===== src/hdl/sct_pkg.sv =====
// Shared types and constants for the sparse coordinate table.
package sct_pkg;

    localparam int MAX_DIM  = 256;
    localparam int CAPACITY = 64;

    localparam int IDX_W   = $clog2(CAPACITY);
    localparam int CNT_W   = $clog2(CAPACITY + 1);
    localparam int COORD_W = 8;
    localparam int DIM_W   = 9;
    localparam int VALUE_W = 64;
    localparam int CFG_IDX_W = 1;

    // magnitude bits of a double, sign excluded
    localparam logic [VALUE_W-1:0] MAG_MASK = {1'b0, {(VALUE_W-1){1'b1}}};

    localparam logic [CFG_IDX_W-1:0] REG_ROWS = 1'b0;
    localparam logic [CFG_IDX_W-1:0] REG_COLS = 1'b1;

    localparam logic [DIM_W-1:0] DIM_RESET = DIM_W'(3);

    typedef enum logic [1:0] {
        CMD_WRITE  = 2'd0,
        CMD_READ   = 2'd1,
        CMD_REMOVE = 2'd2,
        CMD_CLEAR  = 2'd3
    } cmd_t;

    typedef enum logic [1:0] {
        STATUS_OK        = 2'd0,
        STATUS_RANGE     = 2'd1,
        STATUS_NOT_FOUND = 2'd2,
        STATUS_FULL      = 2'd3
    } status_t;

    typedef struct packed {
        cmd_t                 command;
        logic [COORD_W-1:0]   row;
        logic [COORD_W-1:0]   col;
        logic [VALUE_W-1:0]   value;
    } req_t;

    typedef struct packed {
        logic [VALUE_W-1:0]   read_value;
        logic                 found;
        logic [CNT_W-1:0]     entry_count;
        status_t              status;
    } rsp_t;

    typedef struct packed {
        logic [COORD_W-1:0]   row;
        logic [COORD_W-1:0]   col;
        logic [VALUE_W-1:0]   value;
    } slot_t;

    typedef struct packed {
        logic [DIM_W-1:0]     rows;
        logic [DIM_W-1:0]     cols;
    } bounds_t;

endpackage


===== src/hdl/sct_ctrl.sv =====
// Command sequencer: slot scan with a shared coordinate compare, valid bits, count, result word.
module sct_ctrl (
    input  logic                      aclk,
    input  logic                      aresetn,
    input  sct_pkg::bounds_t          bounds,
    input  logic                      s_valid,
    output logic                      s_ready,
    input  sct_pkg::req_t             s_data,
    output logic                      m_valid,
    input  logic                      m_ready,
    output sct_pkg::rsp_t             m_data,
    output logic                      mem_wr_en,
    output logic [sct_pkg::IDX_W-1:0] mem_wr_addr,
    output sct_pkg::slot_t            mem_wr_data,
    output logic                      mem_rd_en,
    output logic [sct_pkg::IDX_W-1:0] mem_rd_addr,
    input  sct_pkg::slot_t            mem_rd_data
);
    import sct_pkg::*;

    typedef enum logic [1:0] {
        S_IDLE,
        S_SCAN,
        S_RESP
    } state_t;

    state_t                state_reg, state_next;
    req_t                  req_reg, req_next;
    rsp_t                  out_reg, out_next;
    logic                  m_valid_reg, m_valid_next;
    logic [CAPACITY-1:0]   valid_reg, valid_next;
    logic [CNT_W-1:0]      count_reg, count_next;
    logic [IDX_W:0]        idx_reg, idx_next;
    logic                  cmp_vld_reg, cmp_vld_next;
    logic [IDX_W-1:0]      cmp_idx_reg, cmp_idx_next;
    logic                  free_found_reg, free_found_next;
    logic [IDX_W-1:0]      free_idx_reg, free_idx_next;

    logic in_range;
    logic hit;
    logic last;
    logic zero_val;

    assign s_ready = (state_reg == S_IDLE);
    assign m_valid = m_valid_reg;
    assign m_data  = out_reg;

    assign in_range = ({1'b0, s_data.row} < bounds.rows) && (32'(s_data.row) < 32'(MAX_DIM))
                   && ({1'b0, s_data.col} < bounds.cols) && (32'(s_data.col) < 32'(MAX_DIM));

    assign mem_rd_en   = (state_reg == S_SCAN) && (idx_reg < (IDX_W+1)'(CAPACITY));
    assign mem_rd_addr = idx_reg[IDX_W-1:0];

    // compare works on the registered read data, in the cycle after the read
    assign hit  = cmp_vld_reg && valid_reg[cmp_idx_reg]
               && (mem_rd_data.row == req_reg.row) && (mem_rd_data.col == req_reg.col);
    assign last = cmp_vld_reg && (cmp_idx_reg == IDX_W'(CAPACITY - 1));
    assign zero_val = ((req_reg.value & MAG_MASK) == '0);

    always_comb begin
        state_next      = state_reg;
        req_next        = req_reg;
        out_next        = out_reg;
        m_valid_next    = m_valid_reg;
        valid_next      = valid_reg;
        count_next      = count_reg;
        idx_next        = idx_reg;
        cmp_vld_next    = 1'b0;
        cmp_idx_next    = idx_reg[IDX_W-1:0];
        free_found_next = free_found_reg;
        free_idx_next   = free_idx_reg;
        mem_wr_en       = 1'b0;
        mem_wr_addr     = cmp_idx_reg;
        mem_wr_data     = '{row: req_reg.row, col: req_reg.col, value: req_reg.value};

        unique case (state_reg)
            S_IDLE: begin
                if (s_valid) begin
                    req_next = s_data;
                    out_next = '{read_value: '0, found: 1'b0,
                                 entry_count: count_reg, status: STATUS_OK};
                    if (s_data.command == CMD_CLEAR) begin
                        valid_next           = '0;
                        count_next           = '0;
                        out_next.entry_count = '0;
                        m_valid_next         = 1'b1;
                        state_next           = S_RESP;
                    end else if (!in_range) begin
                        out_next.status = STATUS_RANGE;
                        m_valid_next    = 1'b1;
                        state_next      = S_RESP;
                    end else begin
                        idx_next        = '0;
                        free_found_next = 1'b0;
                        state_next      = S_SCAN;
                    end
                end
            end
            S_SCAN: begin
                if (mem_rd_en) begin
                    idx_next     = idx_reg + (IDX_W+1)'(1);
                    cmp_vld_next = 1'b1;
                    if (!valid_reg[idx_reg[IDX_W-1:0]] && !free_found_reg) begin
                        free_found_next = 1'b1;
                        free_idx_next   = idx_reg[IDX_W-1:0];
                    end
                end
                if (hit || last) begin
                    cmp_vld_next   = 1'b0;
                    out_next.found = hit;
                    unique case (req_reg.command)
                        CMD_WRITE: begin
                            if (zero_val) begin
                                if (hit) begin
                                    valid_next[cmp_idx_reg] = 1'b0;
                                    count_next = count_reg - CNT_W'(1);
                                end
                            end else if (hit) begin
                                mem_wr_en = 1'b1;
                            end else if (free_found_reg) begin
                                mem_wr_en                = 1'b1;
                                mem_wr_addr              = free_idx_reg;
                                valid_next[free_idx_reg] = 1'b1;
                                count_next = count_reg + CNT_W'(1);
                            end else begin
                                out_next.status = STATUS_FULL;
                            end
                        end
                        CMD_READ: begin
                            if (hit) begin
                                out_next.read_value = mem_rd_data.value;
                            end
                        end
                        CMD_REMOVE: begin
                            if (hit) begin
                                valid_next[cmp_idx_reg] = 1'b0;
                                count_next = count_reg - CNT_W'(1);
                            end else begin
                                out_next.status = STATUS_NOT_FOUND;
                            end
                        end
                        CMD_CLEAR: begin
                            // handled at accept
                        end
                    endcase
                    out_next.entry_count = count_next;
                    m_valid_next         = 1'b1;
                    state_next           = S_RESP;
                end
            end
            S_RESP: begin
                if (m_ready) begin
                    m_valid_next = 1'b0;
                    state_next   = S_IDLE;
                end
            end
            default: begin
                state_next = S_IDLE;
            end
        endcase
    end

    always_ff @(posedge aclk) begin
        if (!aresetn) begin
            state_reg   <= S_IDLE;
            m_valid_reg <= 1'b0;
            valid_reg   <= '0;
            count_reg   <= '0;
            cmp_vld_reg <= 1'b0;
        end else begin
            state_reg   <= state_next;
            m_valid_reg <= m_valid_next;
            valid_reg   <= valid_next;
            count_reg   <= count_next;
            cmp_vld_reg <= cmp_vld_next;
        end
        req_reg        <= req_next;
        out_reg        <= out_next;
        idx_reg        <= idx_next;
        cmp_idx_reg    <= cmp_idx_next;
        free_found_reg <= free_found_next;
        free_idx_reg   <= free_idx_next;
    end

endmodule


===== config.mk =====
export PLATFORM = sky130hd
export DESIGN_NAME = sct_ctrl
export DESIGN_NICKNAME = d
export VERILOG_FILES = /design/src/hdl/sct_pkg.sv /design/src/hdl/sct_ctrl.sv
export SDC_FILE = /design/constraint.sdc
export NUM_CORES = 1
export LEC_CHECK = 0
export ABC_AREA = 1
export CAP_MARGIN = 25
export CORE_MARGIN = 8
export CORE_UTILIZATION = 55
export CTS_CLUSTER_DIAMETER = 50
export DETAILED_ROUTE_END_ITERATION = 16
export DONT_BUFFER_PORTS = 1
export PLACE_DENSITY = 0.77
export SKIP_CTS_REPAIR_TIMING = 1
export SLEW_MARGIN = 25
export SYNTH_ARGS = -nofsm -noshare
export SYNTH_HDL_FRONTEND = slang
export SYNTH_SLANG_ARGS = --single-unit

===== constraint.sdc =====
create_clock -name aclk -period 15.1 [get_ports aclk]
set_input_delay 0.755 -clock aclk [delete_from_list [all_inputs] [get_ports aclk]]
set_output_delay 0.755 -clock aclk [all_outputs]
set_load 0.01 [all_outputs]

# Word level (Yosys, flattened, before mapping)
# Cells that the tools add are included.
[classes]
addsub = 3
eq_ne = 26
n_mux = 74
order_cmp = 8
n_bitwise = 5
reduce_logical = 28
[op_table]
columns = ["operator", "count"]
rows = [
  ["64-bit two-way mux", 9],
  ["64-bit case mux with 2 select lines", 2],
  ["74-bit two-way mux", 2],
  ["74-bit case mux with 2 select lines", 1],
  ["7-bit two-way mux", 11],
  ["64-bit bitwise AND", 1],
  ["64-bit logical NOT", 1],
  ["64-bit inverter", 1],
  ["64-bit bitwise OR", 1],
  ["7-bit case mux with 2 select lines", 3],
  ["6-bit two-way mux", 6],
  ["1-bit two-way mux", 23],
  ["6-bit by 7-bit less-than comparator with 1-bit output (second input constant)", 3],
  ["8-bit by 9-bit less-than comparator with 1-bit output", 2],
  ["2-bit two-way mux", 9],
  ["8-bit == test", 2],
  ["5-bit AND reduction", 3],
  ["7-bit by 1-bit adder with 7-bit output (second input constant)", 2],
  ["1-bit binary-select mux with 6-bit select", 2],
  ["1-bit demux with 6-bit select", 2],
  ["6-bit by 1-bit greater-or-equal comparator with 1-bit output (second input constant)", 2],
  ["3-bit inequality test (second input constant)", 4],
  ["2-bit by 1-bit inequality test with 1-bit output (second input constant)", 5],
  ["2-bit inequality test (second input constant)", 5],
  ["25 further kinds", 42],
]
[word_totals]
in_bits = 184
out_inout_bits = 170
reg_bits = 251

# Depth between registers and ports, before layout
# Gate-level depths: netlist of the first run.
[depth]
depth_word = 11
ltp_mapped = 22
ltp_nobuf = 20

# Worst setup path after synthesis of the first run
# Ideal clock, no wire load.
[synth_timing]
path_type = "input -> register"
startpoint = "input mem_rd_data[66] (netlist name)"
endpoint = "register out_reg, in the netlist m_data[10], enable pin"
stages = 17
setup_ps = 507
slack_ps = 9207
t_arrival_ps = 5386
path_cell_list = "xnor2_1 inv_1 nor2_1 nand2_1 nor2_1 nand3_1 nor2_1 nand2_4 inv_2 nor2_2 nand2_1 nand2_1 inv_2 nand2_4 buf_6 buf_6 a21oi_1"
[synth_between]
elab_chain_len = 5
elab_cells_between_ends = 6
cone_classes = "eq/ne: 3; reduce/logical: 3"
[synth_rtl]
columns = ["element", "line_no", "text"]
rows = [
  ["start, declared", "sct_ctrl.sv:17", "input sct_pkg::slot_t mem_rd_data"],
  ["8-bit == test (*)", "sct_ctrl.sv:56", "&& (mem_rd_data.row == req_reg.row) && (mem_rd_data.col == req_reg.col);"],
  ["1-bit logical AND (*)", "sct_ctrl.sv:56", ""],
  ["1-bit logical OR", "sct_ctrl.sv:108", "if (hit || last) begin"],
  ["2-bit by 1-bit inequality test with 1-bit output (no source line)", "n/a", ""],
  ["5-bit AND reduction (no source line) (*)", "n/a", ""],
  ["end signal, assigned", "sct_ctrl.sv:178", "out_reg <= out_next;"],
  ["end, declared", "sct_ctrl.sv:29", "rsp_t out_reg, out_next;"],
]
# Every way passes the cells marked *; elsewhere a longest branch is shown, timed or not.
# A chain may end at the register's enable or synchronous reset.

# Worst setup path after layout of the first run
[layout_timing]
startpoint = "register cmp_idx_reg[0]"
endpoint = "output mem_wr_addr[4] (netlist name)"
[layout_between]
elab_chain_len = 10
elab_cells_between_ends = 13
cone_classes = "eq/ne: 1; mux: 7; reduce/logical: 5"
[layout_rtl]
columns = ["element", "line_no", "text"]
rows = [
  ["start, declared", "sct_ctrl.sv:35", "logic [IDX_W-1:0] cmp_idx_reg, cmp_idx_next;"],
  ["start signal, assigned", "sct_ctrl.sv:180", "cmp_idx_reg <= cmp_idx_next;"],
  ["1-bit binary-select mux with 6-bit select", "sct_ctrl.sv:55", "assign hit = cmp_vld_reg && valid_reg[cmp_idx_reg]"],
  ["1-bit two-way mux (implied by the code)", "sct_ctrl.sv:55", ""],
  ["1-bit logical AND", "sct_ctrl.sv:55", ""],
  ["1-bit logical AND (2 in series)", "sct_ctrl.sv:56", ""],
  ["6-bit two-way mux", "sct_ctrl.sv:118", "end else if (hit) begin"],
  ["6-bit two-way mux", "sct_ctrl.sv:113", "if (zero_val) begin"],
  ["6-bit two-way mux", "sct_ctrl.sv:111", "unique case (req_reg.command)"],
  ["6-bit two-way mux (*)", "sct_ctrl.sv:108", ""],
  ["6-bit two-way mux (*)", "sct_ctrl.sv:76", "unique case (state_reg)"],
  ["end, declared", "sct_ctrl.sv:13", "output logic [sct_pkg::IDX_W-1:0] mem_wr_addr,"],
]
# Every way passes the cells marked *; elsewhere a longest branch is shown, timed or not. The select of a mux whose other input is x is not followed.

==> summary.txt, run 1 <==
Worst setup path
  • Worst Path Required: 14.35 ns
  • Peak fanout along the critical path: 70
  • Setup crit start kind: flop
  • Setup crit end kind: output pin
  • Critical path class: reg2out
  • Arr. time, crit path: 4.36 ns
  • Worst Setup SP: cmp_idx_reg[0]
  • RR Endpoint: valid_reg[37]
  • R2R setup slack: 10.23 ns
  • Worst Reg-to-Reg Cells: 13
  • Reg-to-Reg Start: cmp_idx_reg[0]
  • Worst setup path endpoint: mem_wr_addr[4]

Pwr
  • NetSw: 0.000985 W
  • Clock Power Share: 30.5%
  • Logic pwr share: 24.7%
  • Leakage: 5.74 nW
  • Sequential power share: 44.9%
  • Total power draw: 0.00252 W
  • Power Density: 170 mW/mm²
  • P_int: 0.00154 W
  • Peak supply drop: 0.000103 V
  • Sw Share: 39.0%

GRT
  • Initial antenna violation count: 2
  • First-pass GRT wire length: 67,400 µm
  • GRT Total Usage: 27.6%
  • Vias in the first global route: 11,400
  • Largest net degree at the start of global routing: 84
  • Grt ovf: 0

Synth
  • Sequential area share after synthesis: 47.3%
  • Share of the synthesized area in the top cell type: 35.9%
  • Post-synthesis instance total: 1,795
  • Synth area leaders: edfxtp_1, dfxtp_1, nand2_1
  • Syn. warnings: 0
  • Cell variety after synth: 40
  • Post-synth top area cell: edfxtp_1
  • Post-synthesis cell area: 0.0142 mm²
  • Async S/R FF share, synth: 0%
  • #FFs+latches synth: 251
  • Post-synth top cells: nand2_1, inv_1, o21ai_0, a21oi_1, edfxtp_1
  • Synth Net Count: 1,996
  • EDFF count, synth: 170
  • Synth Flop Type: edfxtp_1
  • Top-count cell post-synth: nand2_1
  • Avg Inst Size Synth: 7.92 µm²

Cells and area
  • Fin cells: 2,037
  • Max reg flops: 80
  • Utilization after layout: 57.7%
  • Area Overhead vs Synth: 4.34%
  • Layout cells sized above 1: 6.06%
  • Final nets: 1,877
  • Fill cells: 2,288

STA
  • Relative slew slack: 21.9%
  • Final hold viol count: 0
  • RSZ-0062 raised after global routing: false
  • Pins over their slew limit: 0
  • Post-route setup TNS: 0 ns
  • Tightest Pin Transition: 1.17 ns
  • Final setup viols: 0
  • Tcrit/Tclk final: 33.9%
  • Clk_skew: 0.0245 ns
  • Crit path time final: 5.12 ns
  • Peak Freq: 195 MHz

Detailed routing
  • DR iter-0 viols: 1,727
  • Vias per cell: 6.13
  • Antenna viol nets, final: 0
  • Drt wl/cell: 22.4 µm
  • DR vias: 12,500
  • # DRC: 0
  • WL final: 45,600 µm
  • Drt first pass iters: 6

Place
  • Placed Cells: 1,973
  • Global placer's final weighted congestion: 0.979
  • Dpl hpwl: 31,700 µm
  • Port bufs: 0

Die
  • CORE AREA: 0.0257 mm²
  • Die Height: 177 µm
  • Initial core utilization: 55.3%
  • Die W: 177 µm
  • Row cnt: 59
  • IO Pins: 354
  • Die Footprint: 0.0312 mm²

Status
  • Outcome: finished clean

Clock tree
  • Clock latency on the worst-skew pair: 0.52 ns
  • Number of CTS-inserted buffers: 34
  • CTS sink cnt: 251
  • H-tree levels: 2
  • Clock Path Buffers: 3
  • Clock tree root driver cell: clkbuf_16
  • CTS tree: built
  • Clock-pin slew on the worst setup and hold paths: 0.06 ns

Min path
  • Worst Hold Class: in2reg

Job
  • Max-cap violation count: 0
metal layers:
metal	share of wire [%]	track usage, %
met2	44	41.5
met3	12	8.75
met5	0	0
met4	5.2	14.8
met1	38	34.9
layout by cell type, fill, tap and decap left out, types with 3 or more instances in the layout:
cell type	count
inv_6	3
edfxtp_1	170
nor2_1	156
nand2_1	266
nor3_1	15
dfxtp_1	81
xor2_1	4
buf_4	12
nand2_4	4
nand4_1	20
o21ai_1	59
inv_2	6
or2_2	3
o21ai_0	194
inv_1	226
nand3_1	149
a21oi_1	186
o211ai_1	9
clkbuf_16	34
xnor2_1	5
ha_1	17
or2_0	4
nor4_1	12
nor2_2	5
nor3_2	16
clkinv_1	4
clkbuf_1	9
power groups by stage:
stage | combinational (W) | sequential (W) | clock [W]
final | 0.000622 | 0.00113 | 0.000769
after global routing | 0.000677 | 0.00114 | 0.000802
after CTS | 0.000603 | 0.00113 | 0.000775
after detailed placement | 0.000600 | 0.00114 | 0
after global placement | 0.000589 | 0.00113 | 0
after floorplan | 0.000552 | 0.00105 | 0
area by class of cell:
type | instances | area [µm²] | area share, %
Clock buffer | 45 | 912 | 6.15
Sequential cell | 251 | 6730 | 45.4
Clock inverter | 15 | 173 | 1.16
Antenna cell | 2 | 5.00 | 0.0337
Tap cell | 335 | 419 | 2.83
Multi-Input combinational cell | 1141 | 5600 | 37.8
Timing Repair Buffer | 14 | 115 | 0.776
Inverter | 234 | 880 | 5.93
cell families after synthesis:
kind of cell	synth area share [%]
AOI/OAI and AO/OA	16.5
xor gates and xnor gates	0.554
adders and majority gates	1.50
buffers and inverters	13.8
DFF	47.3
and+or+nand+nor	20.3
critical path, cell delays in order, from the launching register on:
cell and delay, ns:
dfxtp_1 0.30, buf_4 0.39, clkinv_2 0.54, or2_0 0.37, nand2_1 0.06, nand2_1 0.05
o21ai_1 0.12, nand2_1 0.10, nor2_2 0.16, nand2_4 0.12, nand2_4 0.54, inv_2 0.13
nor2_2 0.13, inv_1 0.09, nand3_1 0.31, nor2_1 0.08, nor2_1 0.34
worst min-delay path by stage:
stage / start / to / slack (ns) / depth (start not counted)
2_1_floorplan: idx_reg[2] / cmp_idx_reg[2] / 0.39 / 0
3_3_place_gp: valid_reg[9] / valid_reg[9] / 0.49 / 2
3_5_place_dp: valid_reg[10] / valid_reg[10] / 0.50 / 2
4_1_cts: s_data[49] / mem_wr_data[49] / 0.32 / 0
5_1_grt: s_data[25] / mem_wr_data[25] / 0.32 / 0
6_report: s_data[49] / mem_wr_data[49] / 0.32 / 0
stage by stage:
step                hold slack (ns)  instance area (µm²)  setup slack, ns
floorplan                     0.387                14200             9.21
global placement              0.488                13700            10.49
detailed placement            0.495                13700            10.40
CTS                           0.321                14800            10.06
global route                  0.318                14800             9.75
finish                        0.321                14800             9.98
(Power assumes the default switching activity.)
==> run 2, diff against run 1 <==
--- a/config.mk
+++ b/config.mk
@@ -12,7 +12,7 @@
 export CTS_CLUSTER_DIAMETER = 50
 export DETAILED_ROUTE_END_ITERATION = 16
 export DONT_BUFFER_PORTS = 1
-export PLACE_DENSITY = 0.77
+export PLACE_DENSITY = 0.8
 export SKIP_CTS_REPAIR_TIMING = 1
 export SLEW_MARGIN = 25
 export SYNTH_ARGS = -nofsm -noshare
==> constraint.sdc (replaced) <==
create_clock -name aclk -period 4.4 [get_ports aclk]
set_input_delay 0.22 -clock aclk [delete_from_list [all_inputs] [get_ports aclk]]
set_output_delay 0.22 -clock aclk [all_outputs]
set_load 0.01 [all_outputs]
==> run 2 against run 1 <==
The run now ends with negative hold slack left. Cell count rose by 7.1%. Setup slack got worse by 9.7 ns. Non-clock buffer count rose by 148. Hold slack got worse by 0.32 ns. Combinational power rose to 3.6 times the previous value. Core utilization rose by 5.5 points. Sequential cell count did not move. Power rose to 3.5 times the previous value. Critical endpoint is now mem_wr_addr[5]. Largest cell class unchanged. Highest routed layer is now met5.
==> summary.txt, run 2 (synthesis results as in run 1) <==
Clock tree
  • Clock-pin slew on the worst setup and hold paths: 0.06 ns (about the same)
  • Number of CTS-inserted buffers: 30 (-12%)
  • CTS tree: built
  • CTS sink cnt: 251 (unchanged)
  • Clock Path Buffers: 3 (unchanged)
  • H-tree levels: 1 (-1)
  • Clock latency on the worst-skew pair: 0.58 ns (+0.06 ns)
  • Clock tree root driver cell: clkbuf_16

Status
  • Failing checks: negative hold slack
  • Outcome: complete, but fails checks

Die
  • CORE AREA: 0.0257 mm² (unchanged)
  • Die Height: 177 µm (unchanged)
  • IO Pins: 354 (unchanged)
  • Die W: 177 µm (unchanged)
  • Initial core utilization: 55.3% (unchanged)
  • Die Footprint: 0.0312 mm² (unchanged)
  • Row cnt: 59 (unchanged)

Cells and area
  • Area Overhead vs Synth: 14.2%
  • Utilization after layout: 63.2% (+5.5 points)
  • Commonest non-fill, non-tap cell in the layout: nand2_1
  • Final nets: 2,021 (+7.7%)
  • Layout cells sized above 1: 5.37% (-0.69 points)
  • Fill cells: 2,030 (-11%)
  • Max reg flops: 80 (unchanged)
  • Most frequent cells in the layout: nand2_1, inv_1, o21ai_0

GRT
  • Vias in the first global route: 11,400 (+0.48%)
  • First-pass GRT wire length: 68,200 µm (+1.2%)
  • Initial antenna violation count: 3 (+1)
  • Largest net degree at the start of global routing: 83 (-1.2%)
  • GRT Total Usage: 27.7% (+0.11 points)
  • Grt ovf: 0 (unchanged)

STA
  • Final hold viol count: 1 (+1)
  • Final setup viols: 0 (unchanged)
  • Tcrit/Tclk final: 92.5%
  • Hold WS: -0.00162 ns (-0.323 ns)
  • Crit path time final: 4.07 ns
  • RSZ-0062 raised after global routing: false
  • Clk_skew: 0.0411 ns (+0.0166 ns)
  • Post-route setup TNS: 0 ns (unchanged)
  • Relative slew slack: 21.2% (-0.63 points)
  • Pins over their slew limit: 0 (unchanged)
  • Peak Freq: 246 MHz
  • Tightest Pin Transition: 1.18 ns (+0.00731 ns)

Worst setup path
  • Critical path class: reg2out
  • Top cell family by delay on the critical path: simple AND/OR/NAND/NOR gates
  • Cell Chain, Critical Path: clkinv_2 -> or2_0 -> nand2_1 -> nand2_1 -> o21ai_1 -> nand2_1 -> nor2_2 -> nand2_4 -> nand2_4 -> buf_4 -> nand2_4 -> inv_1 -> nand3_1 -> nor2_1 -> nor2_1
  • Peak fanout along the critical path: 69 (-1.4%)
  • WP buf/inv: 3 (-1)
  • Setup crit start kind: flop
  • Worst Path Required: 4.18 ns (-10.17 ns)
  • Setup crit end kind: output pin
  • Slowest CP cell: buf_4
  • CP peak stage delay: 0.56 ns (+0.02 ns)
  • Arr. time, crit path: 3.85 ns (-0.51 ns)

Detailed routing
  • DR vias: 13,300 (+6.9%)
  • Antenna viol nets, final: 0 (unchanged)
  • # DRC: 0 (unchanged)
  • WL final: 48,800 µm (+6.9%)
  • Drt wl/cell: 22.4 µm (-0.16%)
  • Drt first pass iters: 6 (unchanged)
  • Vias per cell: 6.12 (-0.16%)
  • DR iter-0 viols: 2,018 (+17%)

Job
  • Max-cap violation count: 0 (unchanged)

Min path
  • Worst Hold Class: in2reg

Place
  • Dpl hpwl: 32,300 µm (+2.2%)
  • Global placer's final weighted congestion: 0.993 (+1.4%)
  • Port bufs: 0 (unchanged)

Pwr
  • Leakage: 6.33 nW (+10%)
  • Peak supply drop: 0.000509 V (+390%)
  • Power Density: 537 mW/mm² (+220%)
[run 2: cell count changes in the layout (fill, tap and decap cells not counted), moves of 3 or more]
cell | previous run | this run
dlygate4sd3_1 | 0 | 147
clkbuf_16 | 34 | 30
buf_4 | 12 | 15
clkbuf_1 | 9 | 5
[run 2: worst register-to-register path, cell delays in order (launching register included)]
cell,delay [ns]
dfxtp_1,0.34
clkinv_2,0.41
or2_0,0.37
nand2_1,0.06
nand2_1,0.05
o21ai_1,0.13
nand2_1,0.09
nor2_2,0.13
nand2_4,0.12
nand2_4,0.09
buf_4,0.56
nand2_4,0.13
nand2_1,0.12
nand3_2,0.13
nor2_8,0.75
nand3_1,0.23
a21oi_1,0.20
[run 2: path summary, 6_finish.rpt]
check / slack [ns] / start / cells past startpoint / endpoint
max: 0.33 / cmp_idx_reg[0] / 15 / mem_wr_addr[5]
min reg2reg: 0.51 / valid_reg[1] / 2 / valid_reg[1]
min: -0.002 / m_ready / 4 / state_reg[0]
max reg2reg: 0.42 / cmp_idx_reg[0] / 16 / valid_reg[36]
[run 2: per-stage QoR]
| stage | area, µm² | setup WS [ns] | total power, W | std cells |
|---|---|---|---|---|
| 3_3_place_gp | 13700 | 0.701 | 0.00594 | 1976 |
| 4_1_cts | 14800 | 0.437 | 0.00853 | 2032 |
| 3_5_place_dp | 13700 | 0.632 | 0.00599 | 1976 |
| 6_report | 16200 | 0.329 | 0.00872 | 2182 |
| 2_1_floorplan | 14200 | 0.297 | 0.00549 | 1795 |
| 5_1_grt | 16200 | 0.154 | 0.00904 | 2181 |
[run 2: layout make-up]
type	count	area (µm²)	share of cell area, %
antenna	3	7.51	0.0462
clock buffer	36	783	4.82
clock inverter	20	250	1.54
inverter	234	880	5.42
multi-input combinational	1141	5590	34.4
sequential	251	6730	41.4
tap	335	419	2.58
timing repair buffer	162	1580	9.75
[run 2: power breakdown]
part / switching (W) / internal, W / leakage, nW / total [W]
clock: 0.00103 / 0.00153 / 0.505 / 0.00256
combinational: 0.00171 / 0.000549 / 3.53 / 0.00226
sequential: 0.000681 / 0.00322 / 2.30 / 0.00390
total: 0.00342 / 0.00530 / 6.33 / 0.00872
[run 2: metal layers]
layer | global-route usage (%) | up-vias | wire length, µm
li1 | - | 6011 | -
met1 | 35.9 | 6172 | 18100
met2 | 43.9 | 999 | 22600
met3 | 6.87 | 165 | 6070
met4 | 11.1 | 2 | 2020
met5 | 0 | - | 13
==> run 3, diff against run 2 <==
--- a/config.mk
+++ b/config.mk
@@ -5,14 +5,13 @@
 export SDC_FILE = /design/constraint.sdc
 export NUM_CORES = 1
 export LEC_CHECK = 0
-export ABC_AREA = 1
 export CAP_MARGIN = 25
 export CORE_MARGIN = 8
 export CORE_UTILIZATION = 55
 export CTS_CLUSTER_DIAMETER = 50
 export DETAILED_ROUTE_END_ITERATION = 16
 export DONT_BUFFER_PORTS = 1
-export PLACE_DENSITY = 0.8
+export PLACE_DENSITY = 0.77
 export SKIP_CTS_REPAIR_TIMING = 1
 export SLEW_MARGIN = 25
 export SYNTH_ARGS = -nofsm -noshare
==> constraint.sdc (replaced) <==
create_clock -name aclk -period 4.57 [get_ports aclk]
set_input_delay 0.2285 -clock aclk [delete_from_list [all_inputs] [get_ports aclk]]
set_output_delay 0.2285 -clock aclk [all_outputs]
set_load 0.01 [all_outputs]
==> run 3 against run 2 <==
The run still ends with negative hold slack left. Hold slack got worse by 0.029 ns. Clock power fell by 9.8%. Cell count fell by 25%. Setup slack improved by 0.059 ns. Sequential share of layout area rose by 1.7 points. Sequential cell count did not move. Cell area fell by 3.8%. Critical path type unchanged. Critical endpoint is now mem_wr_addr[0]. Highest routed layer is now met4.
==> summary.txt, run 3 <==
Synth
  • Synth Net Count: 1,457 (-27%)
  • Post-synthesis cell area: 0.0136 mm² (-4.4%)
  • Cell variety after synth: 68 (+70%)
  • EDFF count, synth: 170 (unchanged)
  • Post-synth top cells: edfxtp_1, buf_4, dfxtp_1, nor2_1, o21ai_0
  • Synth Flop Type: edfxtp_1
  • Async S/R FF share, synth: 0% (unchanged)
  • #FFs+latches synth: 251 (unchanged)
  • Share of the synthesized area in the top cell type: 37.6% (+1.6 points)
  • Post-synthesis instance total: 1,256 (-30%)
  • Avg Inst Size Synth: 10.8 µm² (+37%)
  • Sequential area share after synthesis: 49.5% (+2.2 points)
  • Top-count cell post-synth: edfxtp_1
  • Syn. warnings: 0 (unchanged)
  • Post-synth top area cell: edfxtp_1
  • Synth area leaders: edfxtp_1, dfxtp_1, o221a_1

Clock tree
  • Number of CTS-inserted buffers: 29 (-3.3%)
  • H-tree levels: 1 (unchanged)
  • CTS sink cnt: 251 (unchanged)
  • Clock latency on the worst-skew pair: 0.55 ns (-0.03 ns)
  • Clock Path Buffers: 3 (unchanged)
  • Clock tree root driver cell: clkbuf_16
  • CTS tree: built
  • Clock-pin slew on the worst setup and hold paths: 0.06 ns (about the same)

Job
  • Max-cap violation count: 0 (unchanged)

Worst setup path
  • Worst Path Required: 4.34 ns (+0.16 ns)
  • Peak fanout along the critical path: 25 (-64%)
  • Reg-to-Reg Start: cmp_idx_reg[1]
  • Arr. time, crit path: 3.95 ns (+0.10 ns)
  • RR Endpoint: valid_reg[51]
  • R2R setup slack: 0.80 ns (+0.38 ns)
  • Worst Reg-to-Reg Cells: 9 (-7)
  • Setup crit end kind: output pin
  • Setup crit start kind: flop
  • Critical path class: reg2out

Place
  • Global placer's final weighted congestion: 0.957 (-3.6%)
  • Port bufs: 0 (unchanged)
  • Post-Place Worst Slack: 0.737 ns (+0.105 ns)
  • Dpl hpwl: 28,200 µm (-13%)

STA
  • Peak Freq: 239 MHz
  • RSZ-0062 raised after global routing: false
  • Post-route setup TNS: 0 ns (unchanged)
  • Hold WS: -0.0306 ns (-0.0290 ns)
  • Pins over their slew limit: 0 (unchanged)
  • Final setup viols: 0 (unchanged)
  • Tcrit/Tclk final: 91.5%
  • Final hold viol count: 2 (+1)
  • Tightest Pin Transition: 1.06 ns (-0.115 ns)
  • Crit path time final: 4.18 ns
  • Relative slew slack: 29.2% (+8.0 points)
  • Clk_skew: 0.0180 ns (-0.0232 ns)
  • Setup ws final: 0.388 ns (+0.0590 ns)

Pwr
  • Power Density: 391 mW/mm² (-27%)
  • Total power draw: 0.00610 W (-30%)
  • Leakage: 5.48 nW (-14%)
  • Peak supply drop: 0.000279 V (-45%)

Status
  • Failing checks: negative hold slack
  • Outcome: complete, but fails checks

Cells and area
  • Commonest non-fill, non-tap cell in the layout: edfxtp_1
  • Max reg flops: 80 (unchanged)
  • Area of the multi-input gates: 0.00570 mm² (+1.9%)
  • Final nets: 1,482 (-27%)
  • Fill cells: 1,754 (-14%)
  • Layout cells sized above 1: 9.89% (+4.5 points)
  • Flip-flop and latch area: 0.00673 mm² (about the same)
  • Most frequent cells in the layout: edfxtp_1, dlygate4sd3_1, nor2_1
  • Utilization after layout: 64.2% (+1.0 points)
  • Area Overhead vs Synth: 14.9%

GRT
  • Largest net degree at the start of global routing: 93 (+12%)
  • GRT Total Usage: 25.7% (-2.0 points)
  • First-pass GRT wire length: 61,700 µm (-9.5%)
  • Vias in the first global route: 9,885 (-13%)
  • Initial antenna violation count: 3 (unchanged)
  • Grt ovf: 0 (unchanged)

Detailed routing
  • DR iter-0 viols: 1,748 (-13%)
  • DR vias: 11,100 (-17%)
  • Drt first pass iters: 6 (unchanged)
  • # DRC: 0 (unchanged)
  • Vias per cell: 6.83 (+12%)
  • Antenna viol nets, final: 0 (unchanged)
  • WL final: 45,000 µm (-7.9%)
  • Drt wl/cell: 27.6 µm (+23%)

Die
  • IO Pins: 354 (unchanged)
  • Die Footprint: 0.0300 mm² (-4.0%)
  • CORE AREA: 0.0243 mm² (-5.3%)
  • Row cnt: 57 (-3.4%)
  • Initial core utilization: 55.9% (+0.57 points)
  • Die W: 173 µm (-2.0%)
  • Die Height: 173 µm (-2.0%)

Min path
  • Hold endpoint: state_reg[0]
  • Worst Hold Class: in2reg
  • Hold path start: m_ready
  • Hold Path Depth: 3 (-1)
-- run 3: how the worst max path moves through the flow --
stage / from / end / slack (ns) / depth (start not counted)
2_1_floorplan: mem_wr_data[64] / m_data[10] / 0.35 / 7
3_3_place_gp: cmp_idx_reg[0] / valid_reg[11] / 0.84 / 9
3_5_place_dp: cmp_idx_reg[0] / valid_reg[17] / 0.74 / 9
4_1_cts: cmp_idx_reg[0] / mem_wr_addr[0] / 0.23 / 8
5_1_grt: cmp_idx_reg[1] / mem_wr_addr[0] / 0.24 / 8
6_report: cmp_idx_reg[1] / mem_wr_addr[0] / 0.39 / 8
-- run 3: where the power goes --
part           total, W  internal [W]  switching (W)  leakage [nW]
Combinational  0.000844      0.000309       0.000535          2.72
Sequential      0.00295       0.00266       0.000288          2.30
Clock           0.00231       0.00130        0.00101         0.456
Total           0.00610       0.00427        0.00184          5.48
-- run 3: kinds of logic (layout without fill, tap and decap cells) --
family          after synthesis  count (layout)  synth area share (%)
buf+inv                     216             264                  8.95
flops                       251             251                  49.5
mux                          55              55                  6.35
xor+xnor                     21              21                  1.35
simple gates                393             393                  16.1
fa+ha+maj                    17              17                  1.56
other cells                   0               4                     0
compound gates              303             303                  16.2
-- run 3: routing by layer --
metal,global-route usage [%],routed length [µm]
met5,0,0
met1,31.8,15700
met4,10.3,2140
met2,42.1,21800
met3,6.82,5330
-- run 3: area by class of cell --
| cell class | instances | share of cell area [%] |
|---|---|---|
| Sequential cell | 251 | 43.1 |
| Multi-Input combinational cell | 789 | 36.5 |
| Timing Repair Buffer | 176 | 11.0 |
| Clock buffer | 33 | 4.74 |
| Tap cell | 324 | 2.60 |
| Clock inverter | 21 | 1.25 |
| Inverter | 34 | 0.825 |
| Antenna cell | 4 | 0.0641 |
-- run 3: worst max-delay path: stages (launching register included) --
cell,delay [ns]
dfxtp_1,1.02
mux4_2,0.42
a221oi_1,0.33
or2_2,0.18
nand4_1,0.17
o21ai_1,0.20
buf_4,0.23
nand4_1,0.38
mux2_2,0.47
-- run 3: through the flow --
step	instances	hold slack, ns	instance area, µm²
final	1632	-0.0306	15600
after global routing	1632	0.000786	15600
after CTS	1479	-0.240	14100
after detailed placement	1425	0.327	13200
after global placement	1425	0.327	13200
after floorplan	1256	0.327	13600
